<file path="src/io_interrupt_bank_controller_macros.svh">
`ifndef IO_INTERRUPT_BANK_CONTROLLER_MACROS_SVH
`define IO_INTERRUPT_BANK_CONTROLLER_MACROS_SVH

// Each check samples on clk and is off while arst_n is low.
`define IOBC_ASSERT_ALWAYS(label, cond, msg) \
	label: assert property (@(posedge clk) disable iff (!arst_n) (cond)) else $error(msg);

`define IOBC_ASSERT_IMP(label, ante, cons, msg) \
	label: assert property (@(posedge clk) disable iff (!arst_n) (ante) |-> (cons)) \
		else $error(msg);

`define IOBC_ASSERT_NEXT(label, ante, cons, msg) \
	label: assert property (@(posedge clk) disable iff (!arst_n) (ante) |=> (cons)) \
		else $error(msg);

`endif

</file>
<file path="src/iobc_pkg.sv">
package iobc_pkg;

	localparam int RAM_PAGE_CNT_DEF = 4;
	localparam int ROM_PAGE_CNT_DEF = 8;

	localparam int REQ_W    = 3;
	localparam int PORT_W   = 16;
	localparam int ADDR_W   = 20;
	localparam int BYTE_W   = 8;
	localparam int ROW_W    = 4;
	localparam int BIT_W    = 3;
	localparam int KIND_W   = 2;
	localparam int PHYS_W   = 21;
	localparam int OFFS_W   = 17;
	localparam int PAGE_W   = 4;
	localparam int SEL_W    = 5;
	localparam int TICK_W   = 16;
	localparam int SHOT_W   = 24;
	localparam int CFG_IDX_W = 1;
	localparam int KEY_ROWS = 10;
	localparam int BANKS    = 8;

	localparam logic [REQ_W-1:0] REQ_IO_READ   = 3'd0;
	localparam logic [REQ_W-1:0] REQ_IO_WRITE  = 3'd1;
	localparam logic [REQ_W-1:0] REQ_MAP_QUERY = 3'd2;
	localparam logic [REQ_W-1:0] REQ_TICK      = 3'd3;
	localparam logic [REQ_W-1:0] REQ_KEY_DOWN  = 3'd4;
	localparam logic [REQ_W-1:0] REQ_KEY_UP    = 3'd5;
	localparam logic [REQ_W-1:0] REQ_PWR_PRESS = 3'd6;
	localparam logic [REQ_W-1:0] REQ_PWR_REL   = 3'd7;

	localparam logic [KIND_W-1:0] KIND_ROM  = 2'd0;
	localparam logic [KIND_W-1:0] KIND_RAM  = 2'd1;
	localparam logic [KIND_W-1:0] KIND_NONE = 2'd2;

	localparam logic [CFG_IDX_W-1:0] CFG_TICK_UNIT = 1'd0;
	localparam logic [CFG_IDX_W-1:0] CFG_BIT3_RAM  = 1'd1;

	localparam logic [PORT_W-1:0] P_LCD      = 16'h0000;
	localparam logic [PORT_W-1:0] P_BANK     = 16'h0010;
	localparam logic [PORT_W-1:0] P_BUZZER   = 16'h0052;
	localparam logic [PORT_W-1:0] P_ONESHOT  = 16'h0053;
	localparam logic [PORT_W-1:0] P_IRQ_EN   = 16'h0060;
	localparam logic [PORT_W-1:0] P_SCAN_CTL = 16'h0061;
	localparam logic [PORT_W-1:0] P_HALT     = 16'h0070;
	localparam logic [PORT_W-1:0] P_IRQ_ACK  = 16'h0090;
	localparam logic [PORT_W-1:0] P_ID       = 16'h00A0;
	localparam logic [PORT_W-1:0] P_KEYS     = 16'h00B0;
	localparam logic [PORT_W-1:0] P_STAT0    = 16'h00C0;
	localparam logic [PORT_W-1:0] P_STAT1    = 16'h00C1;
	localparam logic [PORT_W-1:0] P_ZERO_BLK = 16'h00D0;

	localparam logic [BYTE_W-1:0] ID_VALUE    = 8'h80;
	localparam logic [BYTE_W-1:0] STAT1_VALUE = 8'h05;
	localparam logic [BYTE_W-1:0] BUZZ_ON_VAL = 8'h7F;
	localparam logic [BYTE_W-1:0] OPEN_BUS    = 8'hFF;
	localparam logic [BYTE_W-1:0] SCAN_CTL_RST = 8'hFF;
	localparam logic [BYTE_W-1:0] IRQ_POWER   = 8'h01;
	localparam logic [BYTE_W-1:0] IRQ_ROW     = 8'h10;
	localparam logic [BYTE_W-1:0] IRQ_SCAN    = 8'h20;
	localparam logic [BYTE_W-1:0] IRQ_SCAN_BOTH = 8'h30;
	localparam logic [BYTE_W-1:0] IRQ_ONESHOT = 8'h40;
	localparam logic [ROW_W-1:0]  LAST_ROW    = 4'd9;
	localparam logic [TICK_W-1:0] TICK_UNIT_RST = 16'd1;

	typedef struct packed {
		logic [KIND_W-1:0] kind;
		logic [PHYS_W-1:0] phys;
	} map_res_t;

	function automatic logic [BYTE_W-1:0] bit_rev(input logic [BYTE_W-1:0] v);
		logic [BYTE_W-1:0] r;
		for (int i = 0; i < BYTE_W; i++) begin
			r[i] = v[BYTE_W-1-i];
		end
		return r;
	endfunction

	function automatic logic [BYTE_W-1:0] irq_vec(input logic [BYTE_W-1:0] pend);
		logic [2:0] idx;
		idx = 3'd7;
		for (int i = 6; i >= 0; i--) begin
			if (pend[i]) begin
				idx = 3'(i);
			end
		end
		return (pend == '0) ? '0 : {5'h1F, ~idx};
	endfunction

endpackage

</file>
<file path="src/iobc_map.sv">
module iobc_map #(
	parameter int RAM_PAGE_CNT = iobc_pkg::RAM_PAGE_CNT_DEF,
	parameter int ROM_PAGE_CNT = iobc_pkg::ROM_PAGE_CNT_DEF
) (
	input  logic [iobc_pkg::SEL_W-1:0]  sel,
	input  logic [2:0]                  bank,
	input  logic [iobc_pkg::OFFS_W-1:0] offset,
	input  logic                        bit3_ram,
	output iobc_pkg::map_res_t          res
);

	localparam int TBL = 1 << iobc_pkg::PAGE_W;

	logic [iobc_pkg::PAGE_W-1:0] rom_page_tbl [TBL];
	logic [iobc_pkg::PAGE_W-1:0] ram_page_tbl [TBL];
	logic [iobc_pkg::PAGE_W-1:0] inv;
	logic [iobc_pkg::PAGE_W-1:0] page;

	for (genvar g = 0; g < TBL; g++) begin : g_tbl
		assign rom_page_tbl[g] = iobc_pkg::PAGE_W'(g % ROM_PAGE_CNT);
		assign ram_page_tbl[g] = iobc_pkg::PAGE_W'(g % RAM_PAGE_CNT);
	end

	assign inv = sel[3:0] ^ 4'hF;

	always_comb begin
		page = '0;
		res.kind = iobc_pkg::KIND_NONE;
		unique case (sel[4:3])
			2'b00: begin
				page = rom_page_tbl[inv];
				res.kind = iobc_pkg::KIND_ROM;
			end
			2'b01: begin
				page = bit3_ram ? ram_page_tbl[{1'b0, bank}] : ram_page_tbl[4'd1];
				res.kind = iobc_pkg::KIND_RAM;
			end
			2'b10: begin
				page = ram_page_tbl[inv];
				res.kind = iobc_pkg::KIND_RAM;
			end
			2'b11: begin
				res.kind = iobc_pkg::KIND_NONE;
			end
		endcase
		res.phys = (res.kind == iobc_pkg::KIND_NONE) ? '0 : {page, offset};
	end

endmodule

</file>
<file path="src/io_interrupt_bank_controller.sv">
// channel  dir  handshake            fields
// request  in   req_valid/req_stall  req_type port mem_addr data key_row key_bit
// result   out  rsp_valid/rsp_stall  read_data irq_request irq_vector map_kind
//                                    map_phys_addr cpu_halted lcd_enabled lcd_base
//                                    buzzer_enabled
// config   in   cfg_we               cfg_index cfg_data
//
// One item per cycle while the result is not stalled; each taken item passes the input
// register, then the state update and result register, before its result is offered.
// The rate is set by the state update, which closes on the input register.
// arst_n resets the control state; tick_unit_q and bit3_ram_q reset to 1.
// A stalled result holds the item in the input register; requests stall only when
// the input register cannot move on.
`include "io_interrupt_bank_controller_macros.svh"

module io_interrupt_bank_controller #(
	parameter int RAM_PAGE_CNT = iobc_pkg::RAM_PAGE_CNT_DEF,
	parameter int ROM_PAGE_CNT = iobc_pkg::ROM_PAGE_CNT_DEF
) (
	input  logic                           clk,
	input  logic                           arst_n,

	input  logic                           cfg_we,
	input  logic [iobc_pkg::CFG_IDX_W-1:0] cfg_index,
	input  logic [iobc_pkg::TICK_W-1:0]    cfg_data,

	input  logic                           req_valid,
	output logic                           req_stall,
	input  logic [iobc_pkg::REQ_W-1:0]     req_type,
	input  logic [iobc_pkg::PORT_W-1:0]    port,
	input  logic [iobc_pkg::ADDR_W-1:0]    mem_addr,
	input  logic [iobc_pkg::BYTE_W-1:0]    data,
	input  logic [iobc_pkg::ROW_W-1:0]     key_row,
	input  logic [iobc_pkg::BIT_W-1:0]     key_bit,

	output logic                           rsp_valid,
	input  logic                           rsp_stall,
	output logic [iobc_pkg::BYTE_W-1:0]    read_data,
	output logic                           irq_request,
	output logic [iobc_pkg::BYTE_W-1:0]    irq_vector,
	output logic [iobc_pkg::KIND_W-1:0]    map_kind,
	output logic [iobc_pkg::PHYS_W-1:0]    map_phys_addr,
	output logic                           cpu_halted,
	output logic                           lcd_enabled,
	output logic [iobc_pkg::BYTE_W-1:0]    lcd_base,
	output logic                           buzzer_enabled
);

	logic                         valid_s1;
	logic [iobc_pkg::REQ_W-1:0]   req_type_s1;
	logic [iobc_pkg::PORT_W-1:0]  port_s1;
	logic [iobc_pkg::ADDR_W-1:0]  mem_addr_s1;
	logic [iobc_pkg::BYTE_W-1:0]  data_s1;
	logic [iobc_pkg::ROW_W-1:0]   key_row_s1;
	logic [iobc_pkg::BIT_W-1:0]   key_bit_s1;

	logic                         in_fire;
	logic                         adv;

	logic [iobc_pkg::TICK_W-1:0]  tick_unit_q;
	logic                         bit3_ram_q;

	logic [iobc_pkg::BYTE_W-1:0]  irq_en_q,   irq_en_d;
	logic [iobc_pkg::BYTE_W-1:0]  irq_pend_q, irq_pend_d;
	logic [iobc_pkg::SEL_W-1:0]   bank_sel_q [iobc_pkg::BANKS];
	logic [iobc_pkg::SEL_W-1:0]   bank_sel_d [iobc_pkg::BANKS];
	logic [iobc_pkg::BYTE_W-1:0]  key_mat_q  [iobc_pkg::KEY_ROWS];
	logic [iobc_pkg::BYTE_W-1:0]  key_mat_d  [iobc_pkg::KEY_ROWS];
	logic [iobc_pkg::ROW_W-1:0]   scan_row_q,  scan_row_d;
	logic [iobc_pkg::BYTE_W-1:0]  scan_ctl_q,  scan_ctl_d;
	logic [iobc_pkg::TICK_W-1:0]  scan_cnt_q,  scan_cnt_d;
	logic [iobc_pkg::SHOT_W-1:0]  oneshot_q,   oneshot_d;
	logic [iobc_pkg::BYTE_W-1:0]  lcd_base_q,  lcd_base_d;
	logic                         lcd_on_q,    lcd_on_d;
	logic                         halt_q,      halt_d;
	logic                         buzz_q,      buzz_d;

	logic [iobc_pkg::BYTE_W-1:0]  rd_byte;
	logic [iobc_pkg::BYTE_W-1:0]  pend_masked;
	logic [iobc_pkg::BYTE_W-1:0]  key_mask;
	iobc_pkg::map_res_t           map_res;

	logic                         rsp_valid_q;
	logic [iobc_pkg::BYTE_W-1:0]  read_data_q;
	logic                         irq_request_q;
	logic [iobc_pkg::BYTE_W-1:0]  irq_vector_q;
	logic [iobc_pkg::KIND_W-1:0]  map_kind_q;
	logic [iobc_pkg::PHYS_W-1:0]  map_phys_q;
	logic                         halted_q;
	logic                         lcd_en_q;
	logic [iobc_pkg::BYTE_W-1:0]  lcd_base_out_q;
	logic                         buzz_out_q;

	assign adv       = valid_s1 && (!rsp_valid_q || !rsp_stall);
	assign req_stall = valid_s1 && !adv;
	assign in_fire   = req_valid && !req_stall;

	always_ff @(posedge clk or negedge arst_n) begin
		if (!arst_n) begin
			valid_s1 <= 1'b0;
		end else if (in_fire) begin
			valid_s1 <= 1'b1;
		end else if (adv) begin
			valid_s1 <= 1'b0;
		end
	end

	always_ff @(posedge clk) begin
		if (in_fire) begin
			req_type_s1 <= req_type;
			port_s1     <= port;
			mem_addr_s1 <= mem_addr;
			data_s1     <= data;
			key_row_s1  <= key_row;
			key_bit_s1  <= key_bit;
		end
	end

	always_ff @(posedge clk or negedge arst_n) begin
		if (!arst_n) begin
			tick_unit_q <= iobc_pkg::TICK_UNIT_RST;
			bit3_ram_q  <= 1'b1;
		end else if (cfg_we) begin
			unique case (cfg_index)
				iobc_pkg::CFG_TICK_UNIT: tick_unit_q <= cfg_data;
				iobc_pkg::CFG_BIT3_RAM:  bit3_ram_q  <= cfg_data[0];
				default: ;
			endcase
		end
	end

	iobc_map #(
		.RAM_PAGE_CNT(RAM_PAGE_CNT),
		.ROM_PAGE_CNT(ROM_PAGE_CNT)
	) u_map (
		.sel     (bank_sel_q[mem_addr_s1[19:17]]),
		.bank    (mem_addr_s1[19:17]),
		.offset  (mem_addr_s1[iobc_pkg::OFFS_W-1:0]),
		.bit3_ram(bit3_ram_q),
		.res     (map_res)
	);

	always_comb begin
		rd_byte = iobc_pkg::OPEN_BUS;
		if (port_s1 == iobc_pkg::P_IRQ_EN) begin
			rd_byte = irq_en_q;
		end else if (port_s1 == iobc_pkg::P_ID) begin
			rd_byte = iobc_pkg::ID_VALUE;
		end else if (port_s1 == iobc_pkg::P_KEYS) begin
			rd_byte = (scan_row_q != '0 && scan_row_q <= 4'd10) ?
				key_mat_q[scan_row_q - 4'd1] : '0;
		end else if (port_s1 == iobc_pkg::P_STAT0) begin
			rd_byte = '0;
		end else if (port_s1 == iobc_pkg::P_STAT1) begin
			rd_byte = iobc_pkg::STAT1_VALUE;
		end else if (port_s1[15:4] == iobc_pkg::P_ZERO_BLK[15:4]) begin
			rd_byte = '0;
		end
	end

	assign key_mask = 8'b1 << key_bit_s1;

	always_comb begin
		irq_en_d   = irq_en_q;
		irq_pend_d = irq_pend_q;
		bank_sel_d = bank_sel_q;
		key_mat_d  = key_mat_q;
		scan_row_d = scan_row_q;
		scan_ctl_d = scan_ctl_q;
		scan_cnt_d = scan_cnt_q;
		oneshot_d  = oneshot_q;
		lcd_base_d = lcd_base_q;
		lcd_on_d   = lcd_on_q;
		halt_d     = halt_q;
		buzz_d     = buzz_q;
		unique case (req_type_s1)
			iobc_pkg::REQ_IO_WRITE: begin
				if (port_s1 == iobc_pkg::P_LCD) begin
					lcd_on_d   = 1'b1;
					lcd_base_d = data_s1;
				end else if (port_s1[15:3] == iobc_pkg::P_BANK[15:3]) begin
					bank_sel_d[port_s1[2:0]] = data_s1[iobc_pkg::SEL_W-1:0];
				end else if (port_s1 == iobc_pkg::P_BUZZER) begin
					buzz_d = (data_s1 == iobc_pkg::BUZZ_ON_VAL);
				end else if (port_s1 == iobc_pkg::P_ONESHOT) begin
					oneshot_d = iobc_pkg::SHOT_W'(data_s1) * iobc_pkg::SHOT_W'(tick_unit_q);
				end else if (port_s1 == iobc_pkg::P_IRQ_EN) begin
					irq_en_d = data_s1;
				end else if (port_s1 == iobc_pkg::P_SCAN_CTL) begin
					scan_ctl_d = data_s1;
					if (!data_s1[0] || !scan_ctl_q[0]) begin
						scan_row_d = '0;
						irq_pend_d = irq_pend_q & ~iobc_pkg::IRQ_SCAN_BOTH;
					end
				end else if (port_s1 == iobc_pkg::P_HALT) begin
					if (data_s1[0]) begin
						lcd_on_d = 1'b0;
						halt_d   = 1'b1;
					end
				end else if (port_s1 == iobc_pkg::P_IRQ_ACK) begin
					irq_pend_d = irq_pend_q & ~data_s1;
				end
			end
			iobc_pkg::REQ_TICK: begin
				if (scan_cnt_q <= 16'd1) begin
					scan_cnt_d = tick_unit_q;
					if (!scan_ctl_q[0]) begin
						irq_pend_d = irq_pend_d | iobc_pkg::IRQ_SCAN;
					end else if (scan_row_q > iobc_pkg::LAST_ROW) begin
						scan_row_d = '0;
						irq_pend_d = irq_pend_d | iobc_pkg::IRQ_SCAN;
					end else begin
						scan_row_d = scan_row_q + 4'd1;
						irq_pend_d = irq_pend_d | iobc_pkg::IRQ_ROW;
					end
				end else begin
					scan_cnt_d = scan_cnt_q - 16'd1;
				end
				if (oneshot_q != '0) begin
					oneshot_d = oneshot_q - 24'd1;
					if (oneshot_q == 24'd1) begin
						irq_pend_d = irq_pend_d | iobc_pkg::IRQ_ONESHOT;
					end
				end
			end
			iobc_pkg::REQ_KEY_DOWN: begin
				if (key_row_s1 <= iobc_pkg::LAST_ROW) begin
					key_mat_d[key_row_s1] = key_mat_q[key_row_s1] | key_mask;
				end
			end
			iobc_pkg::REQ_KEY_UP: begin
				if (key_row_s1 <= iobc_pkg::LAST_ROW) begin
					key_mat_d[key_row_s1] = key_mat_q[key_row_s1] & ~key_mask;
				end
			end
			iobc_pkg::REQ_PWR_PRESS: begin
				if (!lcd_on_q) begin
					irq_en_d   = '0;
					irq_pend_d = '0;
					for (int i = 0; i < iobc_pkg::BANKS; i++) begin
						bank_sel_d[i] = '0;
					end
					scan_row_d = '0;
					scan_ctl_d = iobc_pkg::SCAN_CTL_RST;
					scan_cnt_d = tick_unit_q;
					oneshot_d  = '0;
					lcd_base_d = '0;
					lcd_on_d   = 1'b1;
					halt_d     = 1'b0;
					buzz_d     = 1'b0;
				end else begin
					irq_pend_d = irq_pend_q | iobc_pkg::IRQ_POWER;
				end
			end
			iobc_pkg::REQ_IO_READ, iobc_pkg::REQ_MAP_QUERY, iobc_pkg::REQ_PWR_REL: ;
			default: ;
		endcase
	end

	assign pend_masked = irq_pend_d & ~iobc_pkg::bit_rev(irq_en_d);

	always_ff @(posedge clk or negedge arst_n) begin
		if (!arst_n) begin
			irq_en_q   <= '0;
			irq_pend_q <= '0;
			for (int i = 0; i < iobc_pkg::BANKS; i++) begin
				bank_sel_q[i] <= '0;
			end
			for (int i = 0; i < iobc_pkg::KEY_ROWS; i++) begin
				key_mat_q[i] <= '0;
			end
			scan_row_q <= '0;
			scan_ctl_q <= iobc_pkg::SCAN_CTL_RST;
			scan_cnt_q <= iobc_pkg::TICK_UNIT_RST;
			oneshot_q  <= '0;
			lcd_base_q <= '0;
			lcd_on_q   <= 1'b1;
			halt_q     <= 1'b0;
			buzz_q     <= 1'b0;
		end else if (adv) begin
			irq_en_q   <= irq_en_d;
			irq_pend_q <= irq_pend_d;
			bank_sel_q <= bank_sel_d;
			key_mat_q  <= key_mat_d;
			scan_row_q <= scan_row_d;
			scan_ctl_q <= scan_ctl_d;
			scan_cnt_q <= scan_cnt_d;
			oneshot_q  <= oneshot_d;
			lcd_base_q <= lcd_base_d;
			lcd_on_q   <= lcd_on_d;
			halt_q     <= halt_d;
			buzz_q     <= buzz_d;
		end
	end

	always_ff @(posedge clk or negedge arst_n) begin
		if (!arst_n) begin
			rsp_valid_q <= 1'b0;
		end else if (adv) begin
			rsp_valid_q <= 1'b1;
		end else if (!rsp_stall) begin
			rsp_valid_q <= 1'b0;
		end
	end

	always_ff @(posedge clk) begin
		if (adv) begin
			read_data_q    <= (req_type_s1 == iobc_pkg::REQ_IO_READ) ? rd_byte : '0;
			irq_request_q  <= (pend_masked != '0);
			irq_vector_q   <= iobc_pkg::irq_vec(pend_masked);
			map_kind_q     <= (req_type_s1 == iobc_pkg::REQ_MAP_QUERY) ?
				map_res.kind : iobc_pkg::KIND_NONE;
			map_phys_q     <= (req_type_s1 == iobc_pkg::REQ_MAP_QUERY) ? map_res.phys : '0;
			halted_q       <= halt_d;
			lcd_en_q       <= lcd_on_d;
			lcd_base_out_q <= lcd_base_d;
			buzz_out_q     <= buzz_d;
		end
	end

	assign rsp_valid      = rsp_valid_q;
	assign read_data      = read_data_q;
	assign irq_request    = irq_request_q;
	assign irq_vector     = irq_vector_q;
	assign map_kind       = map_kind_q;
	assign map_phys_addr  = map_phys_q;
	assign cpu_halted     = halted_q;
	assign lcd_enabled    = lcd_en_q;
	assign lcd_base       = lcd_base_out_q;
	assign buzzer_enabled = buzz_out_q;

	`IOBC_ASSERT_ALWAYS(a_scan_row_range, scan_row_q <= 4'd10, "scan row beyond last row")
	`IOBC_ASSERT_NEXT(a_adv_gives_result, adv, rsp_valid_q, "advanced item left no result")
	`IOBC_ASSERT_IMP(a_vector_range, rsp_valid_q, (irq_request_q ? (irq_vector_q[7:3] == 5'h1F) : (irq_vector_q == '0)), "interrupt vector out of range")
	`IOBC_ASSERT_IMP(a_unmapped_zero, rsp_valid_q && map_kind_q == iobc_pkg::KIND_NONE, map_phys_q == '0, "unmapped result with address")

endmodule
</file>
<file path="config.mk">
export PLATFORM = sky130hd
export DESIGN_NAME = io_interrupt_bank_controller
export DESIGN_NICKNAME = d
export VERILOG_FILES = /design/src/iobc_pkg.sv /design/src/iobc_map.sv /design/src/io_interrupt_bank_controller.sv
export VERILOG_INCLUDE_DIRS = /design/src /design/src/src
export SDC_FILE = /design/constraint.sdc
export NUM_CORES = 1
export LEC_CHECK = 0
export CAP_MARGIN = 20
export CORE_UTILIZATION = 65
export CTS_CLUSTER_DIAMETER = 40
export DETAILED_ROUTE_END_ITERATION = 10
export DONT_BUFFER_PORTS = 1
export PLACE_DENSITY = 0.81
export SETUP_SLACK_MARGIN = 0.02
export SLEW_MARGIN = 20
export SYNTH_ARGS = -nofsm -noshare
export SYNTH_HDL_FRONTEND = slang
export SYNTH_HIERARCHICAL = 1
export SYNTH_SLANG_ARGS = --single-unit
</file>
<file path="constraint.sdc">
create_clock -name clk -period 6.9 [get_ports clk]
set_input_delay 0.69 -clock clk [delete_from_list [all_inputs] [get_ports clk]]
set_output_delay 0.69 -clock clk [all_outputs]
set_load 0.05 [all_outputs]
</file>
# Word-level counts from Yosys, hierarchy flattened
# Memory sizes are Yosys's and may differ from the RTL's.
# Cells that the tools add are included.
word_totals:
  reg_bits: 316
  romBits: 192
  inputBits: 76
  out_inout_bits: 53
  wordCells: 294
  memories: 3
mem_list:
  columns: ["name", "words", "width", "rd", "rd_clocked_by_memory_dff", "write_ports", "line_no", "rtl"]
  rows:
  - ["(name not given)", 16, 4, 1, 0, 0, "iobc_map.sv:31", "page = rom_page_tbl[inv];"]
  - ["(name not given)", 16, 4, 1, 0, 0, "iobc_map.sv:35", "page = bit3_ram ? ram_page_tbl[{1'b0, bank}] : ram_page_tbl[4'd1];"]
  - ["(name not given)", 16, 4, 1, 0, 0, "iobc_map.sv:39", "page = ram_page_tbl[inv];"]
classes:
  n_addsub: 4
  n_mul: 1
  n_lt_le_gt_ge: 12
  eq_ne: 40
  shifts: 1
  n_mux: 132
  bitwise_logic: 17
  n_reduce_logical: 36
op_table:
  columns: ["operator", "n"]
  rows:
  - ["8-bit 2-to-1 mux", 30]
  - ["80-bit bitwise mux", 2]
  - ["80-bit 2-to-1 mux", 2]
  - ["80-bit one-hot mux with 2 select lines", 1]
  - ["24-bit 2-to-1 mux", 6]
  - ["40-bit 2-to-1 mux", 3]
  - ["16-bit by 7-bit equality test with 1-bit output, second input constant", 5]
  - ["16-bit by 8-bit equality test with 1-bit output, second input constant", 5]
  - ["40-bit one-hot mux with 2 select lines", 1]
  - ["4-bit 2-to-1 mux", 18]
  - ["24-bit one-hot mux with 3 select lines", 1]
  - ["8-bit binary-select mux with 4-bit select", 2]
  - ["40-bit bitwise mux", 1]
  - ["1-bit 2-to-1 mux", 33]
  - ["8-bit demux with 4-bit select", 1]
  - ["16-bit 2-to-1 mux", 2]
  - ["16-bit one-hot mux with 2 select lines", 1]
  - ["8-bit one-hot mux with 2 select lines", 2]
  - ["2-bit inequality test, second input constant", 15]
  - ["8-bit bitwise AND", 3]
  - ["24-bit by 1-bit equality test with 1-bit output, second input constant", 1]
  - ["8-bit by 16-bit multiplier with 24-bit output", 1]
  - ["6-bit 2-to-1 mux", 4]
  - ["8-bit inverter", 3]
  - ["other kinds (57)", 100]

# Depth between registers and ports, before layout
logic_depth:
  depth_word: 22
  depth_mapped: 20
  depth_no_buf: 18

# Cells and area by module
# Netlist, hierarchy kept.
by_module_without_submodules:
  columns: ["module", "n_inst", "cells_per_inst", "area_per_inst_um2"]
  rows:
  - ["io_interrupt_bank_controller", 1, 1770, 18926.9]
  - ["iobc_map", 1, 34, 244.0]

# Worst setup path before layout
# No wires, ideal clock.
synth_timing:
  path_kind: "register to register"
  from: "register data_s1[2] in the netlist's numbering"
  to: "register oneshot_q[22] in the netlist's numbering"
  setup_ns: 0.134
  arrival_ns: 4.758
  t_required_ns: 6.766
  slack_ns: 2.009
  path_stages_with_launch: 20
  synth_period_minus_slack_ns: 4.891
  path_cell_list: "edfxtp_1 -> clkbuf_1 -> clkbuf_1 -> nand2_1 -> fa_1 -> fa_1 -> inv_1 -> fa_1 -> inv_1 -> fa_1 -> inv_1 -> ha_1 -> or4_1 -> a21o_1 -> o2111ai_1 -> a21oi_1 -> a41o_1 -> o41ai_1 -> xor2_1 -> o211ai_1"
synth_via:
  elab_chain_len: 6
synth_lines:
  columns: ["element", "line_no", "rtl"]
  rows:
  - ["from (decl)", "io_interrupt_bank_controller.sv:53", "logic [iobc_pkg::BYTE_W-1:0] data_s1;"]
  - ["from (signal assigned)", "io_interrupt_bank_controller.sv:113", "data_s1 <= data;"]
  - ["8-bit by 16-bit multiplier with 24-bit output", "io_interrupt_bank_controller.sv:186", "oneshot_d = iobc_pkg::SHOT_W'(data_s1) * iobc_pkg::SHOT_W'(tick_unit_q);"]
  - ["24-bit 2-to-1 mux", "io_interrupt_bank_controller.sv:185", "end else if (port_s1 == iobc_pkg::P_ONESHOT) begin"]
  - ["24-bit 2-to-1 mux", "io_interrupt_bank_controller.sv:183", "end else if (port_s1 == iobc_pkg::P_BUZZER) begin"]
  - ["24-bit 2-to-1 mux", "io_interrupt_bank_controller.sv:181", "end else if (port_s1[15:3] == iobc_pkg::P_BANK[15:3]) begin"]
  - ["24-bit 2-to-1 mux", "io_interrupt_bank_controller.sv:178", "if (port_s1 == iobc_pkg::P_LCD) begin"]
  - ["24-bit one-hot mux with 3 select lines", "io_interrupt_bank_controller.sv:176", "unique case (req_type_s1)"]
  - ["to (signal assigned)", "io_interrupt_bank_controller.sv:288", "oneshot_q <= oneshot_d;"]
  - ["to (decl)", "io_interrupt_bank_controller.sv:72", "logic [iobc_pkg::SHOT_W-1:0] oneshot_q, oneshot_d;"]
# No other way between the ends. The select of a mux whose other input is x is not followed.
# A chain may end at the register's enable or synchronous reset.

# Worst setup path after layout
# Same ends and word-level chain as after synthesis.

==> results.yml <==
outcome:
  outcome: "finished clean"
timing:
  slew_viol_final: 0
  setup_tns_ns: 0
  fin_skew_ns: 0.0403
  worst_pin_slew_ns: 1.05
  relSlewSlack_pct: 30.0
  fmaxAchievable_mhz: 177
  finalCritPeriodShare_pct: 81.9
  final.min_clock_period_ns: 5.65
  fin_ws_ns: 1.25
  hold_viol: 0
  rsz0062_at_grt: "no"
  setup_viol: 0
worst_setup_path:
  cp.arrival_ns: 6.03
  crit_family: "adder cells"
  cpPeakStageDelay_ns: 1.00
  crit_type: "reg2reg"
  crit_buf_inv: 3
  start_kind: "flop"
  crit_chain: "nand2_1, fa_1, fa_1, inv_1, fa_1, inv_1, fa_1, inv_1, ha_1, or4_1, a21o_1, o2111ai_1, a21oi_1, a41o_1, o41ai_1, xor2_1, o211ai_1"
  cpMostUsedCell: "fa_1"
  cp_max_fo: 26
  cpMaxStageDelayCell: "edfxtp_1"
  cp-end-kind: "flop"
  cp.required_ns: 7.28
detailed_routing:
  vias: 14600
  antenna_left: 0
  drc: 0
  drt_pass1_iterations: 8
  drt_iter0_drc: 1764
  viasPerCell: 6.63
  drt_wl_total_mm: 48.7
  wire_per_inst_um: 22.2
global_routing:
  overflow: 0
  grt_pass1_vias: 14600
  antenna_found_initial: 3
  grt_first_pass_wirelength_mm: 78.5
  track_usage_pct: 32.9
  grt_max_degree: 207
cts:
  hold_buffers: 2
  numCtsBuffers: 42
  clk_latency_ns: 0.55
  cts.sinks: 311
  cts-root-buf: "clkbuf_16"
  h-tree-depth: 2
  cts_buffer_depth: 3
  cts.clk_slew.worst_paths_ns: 0.07
  cts_resized: 0
  post-cts-setup-buffers: 0
  cts_tree: "done"
run:
  maxCapViolCount: 0
synthesis:
  yosys_warnings: 6
  synth_cells: 1804
  ys_ff_latch: 311
  synthArstFlopShare_pct: 67.8
  synth_edf_count: 100
  ys_seq_area_share_pct: 43.2
  synth_cell_types: 72
  synth_area_mm2: 0.0192
  synthesis.nets: 2021
  ys.flop_type: "dfrtp_1"
  avgSynthCellArea_um2: 10.6
die:
  io_pins: 129
  dieArea_mm2: 0.0302
  core_area_mm2: 0.0289
  start_util_pct: 66.4
  die-width_um: 174
  die_height_um: 174
  row_count: 62
final_layout:
  area_delta_synth_final_pct: 9.54
  num-fill-cells: 1899
  final_common_cell: "dfrtp_1"
  design_area_mm2: 0.0210
  nNetsFinal: 1992
  most-common-layout-cells: "dfrtp_1, nand2_1, o21ai_0"
  drive_gt1_share_pct: 14.2
placed_design:
  port_buffers: 0
  dp_slack_ns: 1.35
  dpl.hpwl_mm: 30.9
  gp_congestion: 0.889
  place_area_mm2: 0.0194
power_and_ir_drop:
  p_per_area_mw_per_mm2: 376
  finalPower_mw: 7.89
  vdd_ir_drop_max_v: 0.000278
  leakage_nw: 9.06
worst_hold_path:
  hp-class: "in2async"
[worst reg2reg max path, cell delays in order, from the launching register on]
cell and delay (ns):
edfxtp_1 1.00, nand2_1 0.22, fa_1 0.55, fa_1 0.55
inv_1 0.05, fa_1 0.51, inv_1 0.06, fa_1 0.48
inv_1 0.04, ha_1 0.22, or4_1 0.49, a21o_1 0.18
o2111ai_1 0.15, a21oi_1 0.13, a41o_1 0.26, o41ai_1 0.30
xor2_1 0.20, o211ai_1 0.10
[where the power goes]
group	switching [mW]	total, mW	internal [mW]
Combinational	1.80	3.14	1.34
Sequential	0.346	2.49	2.15
Clock	0.858	2.26	1.40
Total	3.00	7.89	4.89
[registers in the layout, summed over array words and instances (netlist names), 4 cells and up]
register,count
bank_sel_q,40
data_s1,8
irq_en_q,8
irq_pend_q,8
irq_vector,4
key_mat_q,80
key_row_s1,4
lcd_base,8
lcd_base_q,8
map_phys_addr,21
mem_addr_s1,20
oneshot_q,24
port_s1,16
read_data,8
scan_cnt_q,16
scan_row_q,4
tick_unit_q,16
[kinds of logic (layout without fill, tap and decap cells)]
group                    after synthesis  in the layout  share of synthesized area [%]
other                                  1              4                         0.0196
XOR/XNOR                              20             20                          0.914
multiplexers                         160            160                           11.3
AO/OA/AOI/OAI                        364            364                           11.6
AND/OR/NAND/NOR                      615            615                           16.4
buffers and inverters                192            197                           3.94
adder cells (fa/ha/maj)              141            141                           12.5
flip-flops                           311            311                           43.2
[layout make-up]
| type | count | area [um^2] | share of cell area, % |
|---|---|---|---|
| clock inverter | 22 | 290 | 1.38 |
| sequential | 311 | 8290 | 39.5 |
| clock buffer | 56 | 1180 | 5.61 |
| multi-input combinational | 1301 | 10200 | 48.4 |
| antenna | 3 | 7.51 | 0.0358 |
| tap | 384 | 480 | 2.29 |
| inverter | 97 | 364 | 1.73 |
| timing repair buffer | 22 | 220 | 1.05 |
[Yosys cell counts (all sizes together) (17+ instances only)]
cell	instances	area, um^2
mux4	35	788
nand3	19	95.1
edfxtp	100	3000
buf	17	97.6
mux2	109	1230
a22o	26	228
nor2	87	327
nor3	48	245
and2	136	851
inv	96	360
clkbuf	78	293
a21oi	80	400
ha	57	713
nor2b	25	156
o21ai	146	731
dfrtp	206	5150
nand2	199	747
fa	84	1680
[path summary, 6_finish.rpt]
kind,endpoint,startpoint,depth (start not counted),slack [ns]
setup / recovery,oneshot_q[22],data_s1[2],17,1.25
hold / removal,lcd_base_q[1],arst_n,1,0.03
setup reg to reg,oneshot_q[22],data_s1[2],17,1.25
hold reg to reg,lcd_base_q[4],lcd_base_q[4],2,0.48
max in group asynchronous,key_mat_q[12],arst_n,2,5.84
min in group clk,mem_addr_s1[15],mem_addr[15],0,0.23
[layer usage]
metal  wire, um  global-route usage [%]  vias to the layer above
met4       1800                    12.8                        0
met3       4460                    5.55                      152
li1           -                       -                     6342
met5          0                       0                        -
met1      19400                    46.0                     7213
met2      23100                    52.0                      847
[metrics by stage]
stage	cells	util, %	hold WS [ns]
floorplan	1804	-	0.394
global placement	2112	67.4	0.412
detailed placement	2112	67.4	0.413
CTS	2192	72.6	0.221
global route	2194	72.7	0.0604
finish	2196	72.8	0.0251
Power figures use the tool's default switching activity.
